`config.mk`:
```
export PLATFORM = sky130hd
export DESIGN_NAME = sha1_message_hash
export DESIGN_NICKNAME = d
export VERILOG_FILES = /design/src/hdl/sha1mh_pkg.sv /design/src/hdl/sha1mh_core.sv /design/src/hdl/sha1_message_hash.sv
export SDC_FILE = /design/constraint.sdc
export NUM_CORES = 2
export LEC_CHECK = 0
export ABC_AREA = 1
export BUFFER_PORTS_ARGS = -buffer_cell sky130_fd_sc_hd__buf_2
export CORE_UTILIZATION = 55
export CTS_BUF_LIST = sky130_fd_sc_hd__clkbuf_4 sky130_fd_sc_hd__clkbuf_8
export DETAILED_ROUTE_END_ITERATION = 8
export PLACE_DENSITY_LB_ADDON = 0.05
export SLEW_MARGIN = 40
export SYNTH_ARGS = -nofsm -noshare
export SYNTH_HDL_FRONTEND = slang
export SYNTH_SLANG_ARGS = --single-unit
```
`constraint.sdc`:
```
create_clock -name clk -period 17.75 [get_ports clk]
set_clock_uncertainty 0.2 [all_clocks]
set_input_delay 0.8875 -clock clk [delete_from_list [all_inputs] [get_ports clk]]
set_output_delay 0.8875 -clock clk [all_outputs]
set_load 0.03 [all_outputs]
```
`src/hdl/sha1mh_pkg.sv`:
```
package sha1mh_pkg;

  typedef logic [0:4][31:0] hash_t;

  localparam hash_t HASH_IV = '{
    32'h67452301, 32'hEFCDAB89, 32'h98BADCFE, 32'h10325476, 32'hC3D2E1F0
  };

  localparam logic [0:3][31:0] ROUND_K = '{
    32'h5A827999, 32'h6ED9EBA1, 32'h8F1BBCDC, 32'hCA62C1D6
  };

  localparam logic [7:0] PAD_MARK      = 8'h80;
  localparam logic [7:0] PAD_ZERO      = 8'h00;
  localparam logic [5:0] BLOCK_LAST    = 6'd63;
  localparam logic [5:0] LEN_POS       = 6'd56;
  localparam logic [3:0] LEN_BYTES     = 4'd8;
  localparam logic [6:0] ROUND_LAST    = 7'd79;
  localparam logic [2:0] WORD_LAST     = 3'd4;

  typedef enum logic [1:0] {
    PH_CH,
    PH_PAR0,
    PH_MAJ,
    PH_PAR1
  } phase_t;

  typedef enum logic [1:0] {
    CORE_IDLE,
    CORE_ROUND,
    CORE_FINAL
  } core_state_t;

  typedef enum logic [1:0] {
    SEQ_IDLE,
    SEQ_PAD,
    SEQ_COMP,
    SEQ_OUT
  } seq_state_t;

  typedef struct packed {
    logic word_valid;
    logic start;
    logic init;
  } core_ctl_t;

  typedef struct packed {
    logic busy;
    logic done;
  } core_stat_t;

  function automatic logic [31:0] round_f(phase_t ph, logic [31:0] b, logic [31:0] c,
                                          logic [31:0] d);
    logic [31:0] f;
    unique case (ph)
      PH_CH:   f = (b & c) | (~b & d);
      PH_MAJ:  f = (b & c) | (b & d) | (c & d);
      default: f = b ^ c ^ d;
    endcase
    return f;
  endfunction

endpackage

```
`src/hdl/sha1mh_core.sv`:
```
module sha1mh_core
  import sha1mh_pkg::*;
(
  input  logic        clk,
  input  logic        rst,
  input  core_ctl_t   ctl,
  input  logic [31:0] word,
  output core_stat_t  stat,
  output hash_t       hash
);

  core_state_t       state, state_next;
  logic [6:0]        rnd;
  logic [0:15][31:0] win;
  logic [31:0]       a, b, c, d, e;
  logic [31:0]       w, x, t;
  phase_t            ph;

  // schedule: window shifts down one word per round, oldest at index 0
  always_comb begin
    x = win[13] ^ win[8] ^ win[2] ^ win[0];
    w = (rnd < 7'd16) ? win[0] : {x[30:0], x[31]};
    if (rnd < 7'd20) begin
      ph = PH_CH;
    end else if (rnd < 7'd40) begin
      ph = PH_PAR0;
    end else if (rnd < 7'd60) begin
      ph = PH_MAJ;
    end else begin
      ph = PH_PAR1;
    end
    t = {a[26:0], a[31:27]} + round_f(ph, b, c, d) + e + ROUND_K[ph] + w;
  end

  always_comb begin
    state_next = state;
    unique case (state)
      CORE_IDLE:  if (ctl.start) state_next = CORE_ROUND;
      CORE_ROUND: if (rnd == ROUND_LAST) state_next = CORE_FINAL;
      CORE_FINAL: state_next = CORE_IDLE;
      default:    state_next = CORE_IDLE;
    endcase
  end

  always_comb begin
    stat.busy = (state != CORE_IDLE);
    stat.done = (state == CORE_FINAL);
  end

  always_ff @(posedge clk) begin
    if (rst) begin
      state <= CORE_IDLE;
      rnd   <= '0;
      hash  <= HASH_IV;
    end else begin
      state <= state_next;
      if (ctl.start) begin
        rnd <= '0;
      end else if (state == CORE_ROUND) begin
        rnd <= rnd + 7'd1;
      end
      if (ctl.init) begin
        hash <= HASH_IV;
      end else if (state == CORE_FINAL) begin
        hash[0] <= hash[0] + a;
        hash[1] <= hash[1] + b;
        hash[2] <= hash[2] + c;
        hash[3] <= hash[3] + d;
        hash[4] <= hash[4] + e;
      end
    end
  end

  always_ff @(posedge clk) begin
    if (ctl.word_valid) begin
      win <= {win[1:15], word};
    end else if (state == CORE_ROUND) begin
      win <= {win[1:15], w};
    end
    if (ctl.start) begin
      a <= hash[0];
      b <= hash[1];
      c <= hash[2];
      d <= hash[3];
      e <= hash[4];
    end else if (state == CORE_ROUND) begin
      a <= t;
      b <= a;
      c <= {b[1:0], b[31:2]};
      d <= c;
      e <= d;
    end
  end

endmodule

```
`src/hdl/sha1_message_hash.sv`:
```
// Message bytes are taken while idle; a byte that completes a 64-byte block
// holds off requests through the 80 rounds (one per cycle) and the chaining add.
// End of message: the pad bytes, one or two more block passes, then
// five digest words, one per cycle while not stalled.
// Reset (rst, synchronous): chaining hash to the initial values, count zero, idle.
module sha1_message_hash
  import sha1mh_pkg::*;
(
  input  logic        clk,
  input  logic        rst,
  input  logic        in_valid,
  output logic        in_stall,
  input  logic [7:0]  data_byte,
  input  logic        has_byte,
  input  logic        end_of_message,
  output logic        out_valid,
  input  logic        out_stall,
  output logic [31:0] digest_word,
  output logic        digest_last
);

  seq_state_t  state, state_next;
  core_ctl_t   ctl;
  core_stat_t  stat;
  hash_t       hash;

  logic [60:0] byte_cnt;
  logic [60:0] cnt_after;
  logic [5:0]  pos;
  logic [23:0] acc;
  logic        pad_active;
  logic        sent80;
  logic [3:0]  len_cnt;
  logic [63:0] len_sh;
  logic [2:0]  out_idx;

  logic        accept;
  logic        out_take;
  logic        push_en;
  logic [7:0]  push_byte;
  logic [7:0]  pad_byte;
  logic        len_phase;

  sha1mh_core u_core (
    .clk  (clk),
    .rst  (rst),
    .ctl  (ctl),
    .word ({acc, push_byte}),
    .stat (stat),
    .hash (hash)
  );

  assign pos       = byte_cnt[5:0];
  assign cnt_after = byte_cnt + {60'd0, has_byte};
  assign len_phase = sent80 && ((len_cnt != 4'd0) || (pos == LEN_POS));

  always_comb begin
    if (!sent80) begin
      pad_byte = PAD_MARK;
    end else if (len_phase) begin
      pad_byte = len_sh[63:56];
    end else begin
      pad_byte = PAD_ZERO;
    end
  end

  always_comb begin
    state_next = state;
    unique case (state)
      SEQ_IDLE: begin
        if (accept) begin
          if (has_byte && (pos == BLOCK_LAST)) begin
            state_next = SEQ_COMP;
          end else if (end_of_message) begin
            state_next = SEQ_PAD;
          end
        end
      end
      SEQ_PAD: if (pos == BLOCK_LAST) state_next = SEQ_COMP;
      SEQ_COMP: begin
        if (stat.done) begin
          if (!pad_active) begin
            state_next = SEQ_IDLE;
          end else if (len_cnt == LEN_BYTES) begin
            state_next = SEQ_OUT;
          end else begin
            state_next = SEQ_PAD;
          end
        end
      end
      SEQ_OUT: if (out_take && digest_last) state_next = SEQ_IDLE;
      default: state_next = SEQ_IDLE;
    endcase
  end

  always_comb begin
    in_stall       = (state != SEQ_IDLE);
    accept         = in_valid && !in_stall;
    out_valid      = (state == SEQ_OUT);
    out_take       = out_valid && !out_stall;
    digest_last    = (out_idx == WORD_LAST);
    digest_word    = hash[out_idx];
    push_en        = (accept && has_byte) || (state == SEQ_PAD);
    push_byte      = (state == SEQ_PAD) ? pad_byte : data_byte;
    ctl.word_valid = push_en && (pos[1:0] == 2'b11);
    ctl.start      = push_en && (pos == BLOCK_LAST);
    ctl.init       = out_take && digest_last;
  end

  always_ff @(posedge clk) begin
    if (rst) begin
      state      <= SEQ_IDLE;
      byte_cnt   <= '0;
      pad_active <= 1'b0;
      sent80     <= 1'b0;
      len_cnt    <= '0;
      out_idx    <= '0;
    end else begin
      state <= state_next;
      if (ctl.init) begin
        byte_cnt   <= '0;
        pad_active <= 1'b0;
        sent80     <= 1'b0;
        len_cnt    <= '0;
        out_idx    <= '0;
      end else begin
        if (push_en) begin
          byte_cnt <= byte_cnt + 61'd1;
        end
        if (accept && end_of_message) begin
          pad_active <= 1'b1;
        end
        if (state == SEQ_PAD) begin
          if (!sent80) begin
            sent80 <= 1'b1;
          end else if (len_phase) begin
            len_cnt <= len_cnt + 4'd1;
          end
        end
        if (out_take) begin
          out_idx <= out_idx + 3'd1;
        end
      end
    end
  end

  always_ff @(posedge clk) begin
    if (push_en) begin
      acc <= {acc[15:0], push_byte};
    end
    if (accept && end_of_message) begin
      len_sh <= {cnt_after, 3'b000};
    end else if ((state == SEQ_PAD) && len_phase) begin
      len_sh <= {len_sh[55:0], 8'h00};
    end
  end

  a_start_idle: assert property (@(posedge clk) disable iff (rst)
    ctl.start |-> !stat.busy)
    else $error("block pass started while core busy");

  a_word_idle: assert property (@(posedge clk) disable iff (rst)
    ctl.word_valid |-> !stat.busy)
    else $error("schedule word pushed during rounds");

  a_out_aligned: assert property (@(posedge clk) disable iff (rst)
    out_valid |-> (pos == 6'd0) && (len_cnt == LEN_BYTES))
    else $error("digest out before padding complete");

  a_reinit: assert property (@(posedge clk) disable iff (rst)
    (out_take && digest_last) |=> !in_stall && (byte_cnt == 61'd0) && !pad_active)
    else $error("no reinit after final digest word");

endmodule

```
==> qor.csv <==
metric;value;unit
status;complete, no violations;
DRT antenna net count;0;
global-route usage over all layers;36.3;%
cell count after synthesis;5950;
Worst Path Arrival;6650;ps
Yosys reg bits;998;
peak supply drop;98.1;uV
Overflow after GRT;0;
core area;97300;um2
LEAKAGE;0.0237;uW
Die X;316;um
Die ar.;100000;um2
share of the clock period used by the worst path after layout;35.5;%
Vias;44242;
vias in the first global route;40863;
router iterations before antenna repair;8;
pre-CTS setup slack;11540;ps
Crit. Startpoint;u_core.rnd[5];
Post-synth top flop;edfxtp_1;
synthesized area;54400;um2
largest area contributor in the netlist;edfxtp_1;
Clock Tree Buf Depth;3;
storage element area;27600;um2
final core utilization;61.2;%
final worst setup slack;11460;ps
Post-synth EDFFs;757;
largest cells by area after synthesis;edfxtp_1 (42%), dfxtp_1 (8.9%), nand2_1 (8.3%), inv_1 (5.2%), o21ai_0 (5.0%);
post-route cell area;59600;um2
# fillers;8383;
CTS tree;done;
final setup vio count;0;
hpwl dp;139;mm
WS Path Type;reg2reg;
clock sinks;998;
initial antenna violation count;8;
hold path start;rst;
Hold Violations, Final;0;
sequential element share of the synthesized area;50.7;%
Hold Buf Count CTS;0;
Worst Tran Pin Value;1160;ps
Yosys warning count;0;
most numerous cell in the Yosys netlist;nand2_1;
ys async rst share;0;%
Resized Gates After CTS;0;
setup TNS;0;ps
Post-route DRC;0;
nature of the critical path startpoint;flop;
H-Tree Depth;4;
Crit Path Max Fanout;55;
Placed Cells incl. Taps;7145;
max_slew headroom;21.6;%
PD cells;88.1;nW/um2
Via density;5.93;
syn_area_per_cell;9.14;um2
Multi-input gate area;23300;um2
MaxCap Viol Count;0;
first-pass GRT wire length;265;mm
final RePlAce weighted congestion;1.03;
Finished Layout Cells;7467;
required time at the worst-slack endpoint;18110;ps
RR Startpoint;u_core.rnd[5];
Yosys cell types;50;
Slew Limit Fails;0;
unrepaired setup endpoints after global routing;false;
min Tclk post-route;6290;ps
Initial DRC Count;5164;
clock root buffer;clkbuf_8;
FP Rows;114;
min-delay worst type;in2reg;
Skew-Pair Late Insertion Delay;890;ps
setup bufs post-CTS;0;
fin nets;6382;
Syn Nets;6289;
share of cells above drive strength 1;7.51;%
Synth top area share;41.8;%
WL final;182;mm
CTS Buf Count;169;
Max Clk Rate;159;MHz
top post-synthesis cells by count;nand2_1 (1201), inv_1 (760), edfxtp_1 (757), o21ai_0 (539), a21oi_1 (475);
CP Capture Type;flop;
Initial Util;55.9;%
per-cell routed wire length;24.4;um
Layout area overhead;9.54;%
CTS clk-pin slew, worst paths;60;ps
Die Y;316;um
input/output buffers;48;
largest net degree at the start of global routing;112;
I/O Pins;49;
placed inst area;55900;um2
-- cell usage in the layout (no fill, tap or decap), types with 125 or more instances in the layout --
master,instances
a21oi_1,475
ha_1,200
nand2_1,1196
clkbuf_8,173
nor2_1,441
nand3_1,292
edfxtp_1,757
fa_1,125
inv_1,757
dfxtp_1,239
o21ai_0,530
-- per-layer routing --
layer,vias up,part of all wire [%],track usage (%)
met1,21116,43,52.5
met5,-,0.10,0.994
met3,428,11,9.76
met4,8,4.1,14.6
li1,20409,-,-
met2,2281,42,51.4
-- logic make-up (layout without fill, tap and decap cells) --
family / count (synthesis) / after routing / share of synthesized area, %
buf+inv: 938 / 1176 / 6.59
fa+ha+maj: 325 / 325 / 9.20
simple gates: 2189 / 2189 / 17.1
mux: 8 / 8 / 0.147
other cells: 0 / 3 / 0
xor+xnor: 226 / 226 / 3.64
flops: 998 / 998 / 50.7
compound gates: 1266 / 1266 / 12.6
-- where the power goes --
group          switching [uW]  total, uW  internal (uW)
registers                42.4       2670           2630
logic                     272        372            100
clock network            1030       2200           1170
-- path summary, 6_finish.rpt --
path                           to  slack, ps  depth (start not counted)
setup / recovery      u_core.a[8]      11460                         17
hold reg to reg   u_core.win[387]        210                          0
hold / removal    u_core.state[0]        120                          2
setup reg to reg      u_core.a[8]      11460                         17
-- area by class of cell --
cell class                      count  share of cell area [%]
Sequential cell                   998                    46.3
Multi-Input combinational cell   4014                    39.1
Inverter                          774                    4.89
Clock buffer                      221                    4.60
Tap cell                         1276                    2.68
Clock inverter                     95                    1.39
Timing Repair Buffer               86                    1.07
Antenna cell                        3                  0.0126
-- flip-flops by register name (all words and copies together), names as in the netlist, 3 cells and up --
signal / count
u_core.hash: 160
len_cnt: 4
acc: 24
u_core.e: 32
u_core.a: 32
out_idx: 3
byte_cnt: 61
u_core.rnd: 7
u_core.c: 32
u_core.b: 32
u_core.win: 512
u_core.d: 32
len_sh: 61
-- critical path, stage by stage, from the launching register on --
cell and delay [ps]:
dfxtp_1 430, nor2_1 120, nand2_2 70, buf_4 510
clkinv_1 470, o21ai_0 760, fa_1 560, fa_1 520
inv_1 60, fa_1 500, inv_1 50, ha_1 350
a21oi_1 260, nand3_1 280, nand3_1 140, nand2_1 120
xnor2_1 410, o21ai_0 150
-- metrics by stage --
stage	power, uW	hold slack (ps)
global placement	3080	200
global route	5410	98.8
floorplan	2990	200
detailed placement	3090	205
CTS	5270	51.4
finish	5250	123
(Power assumes the default switching activity.)
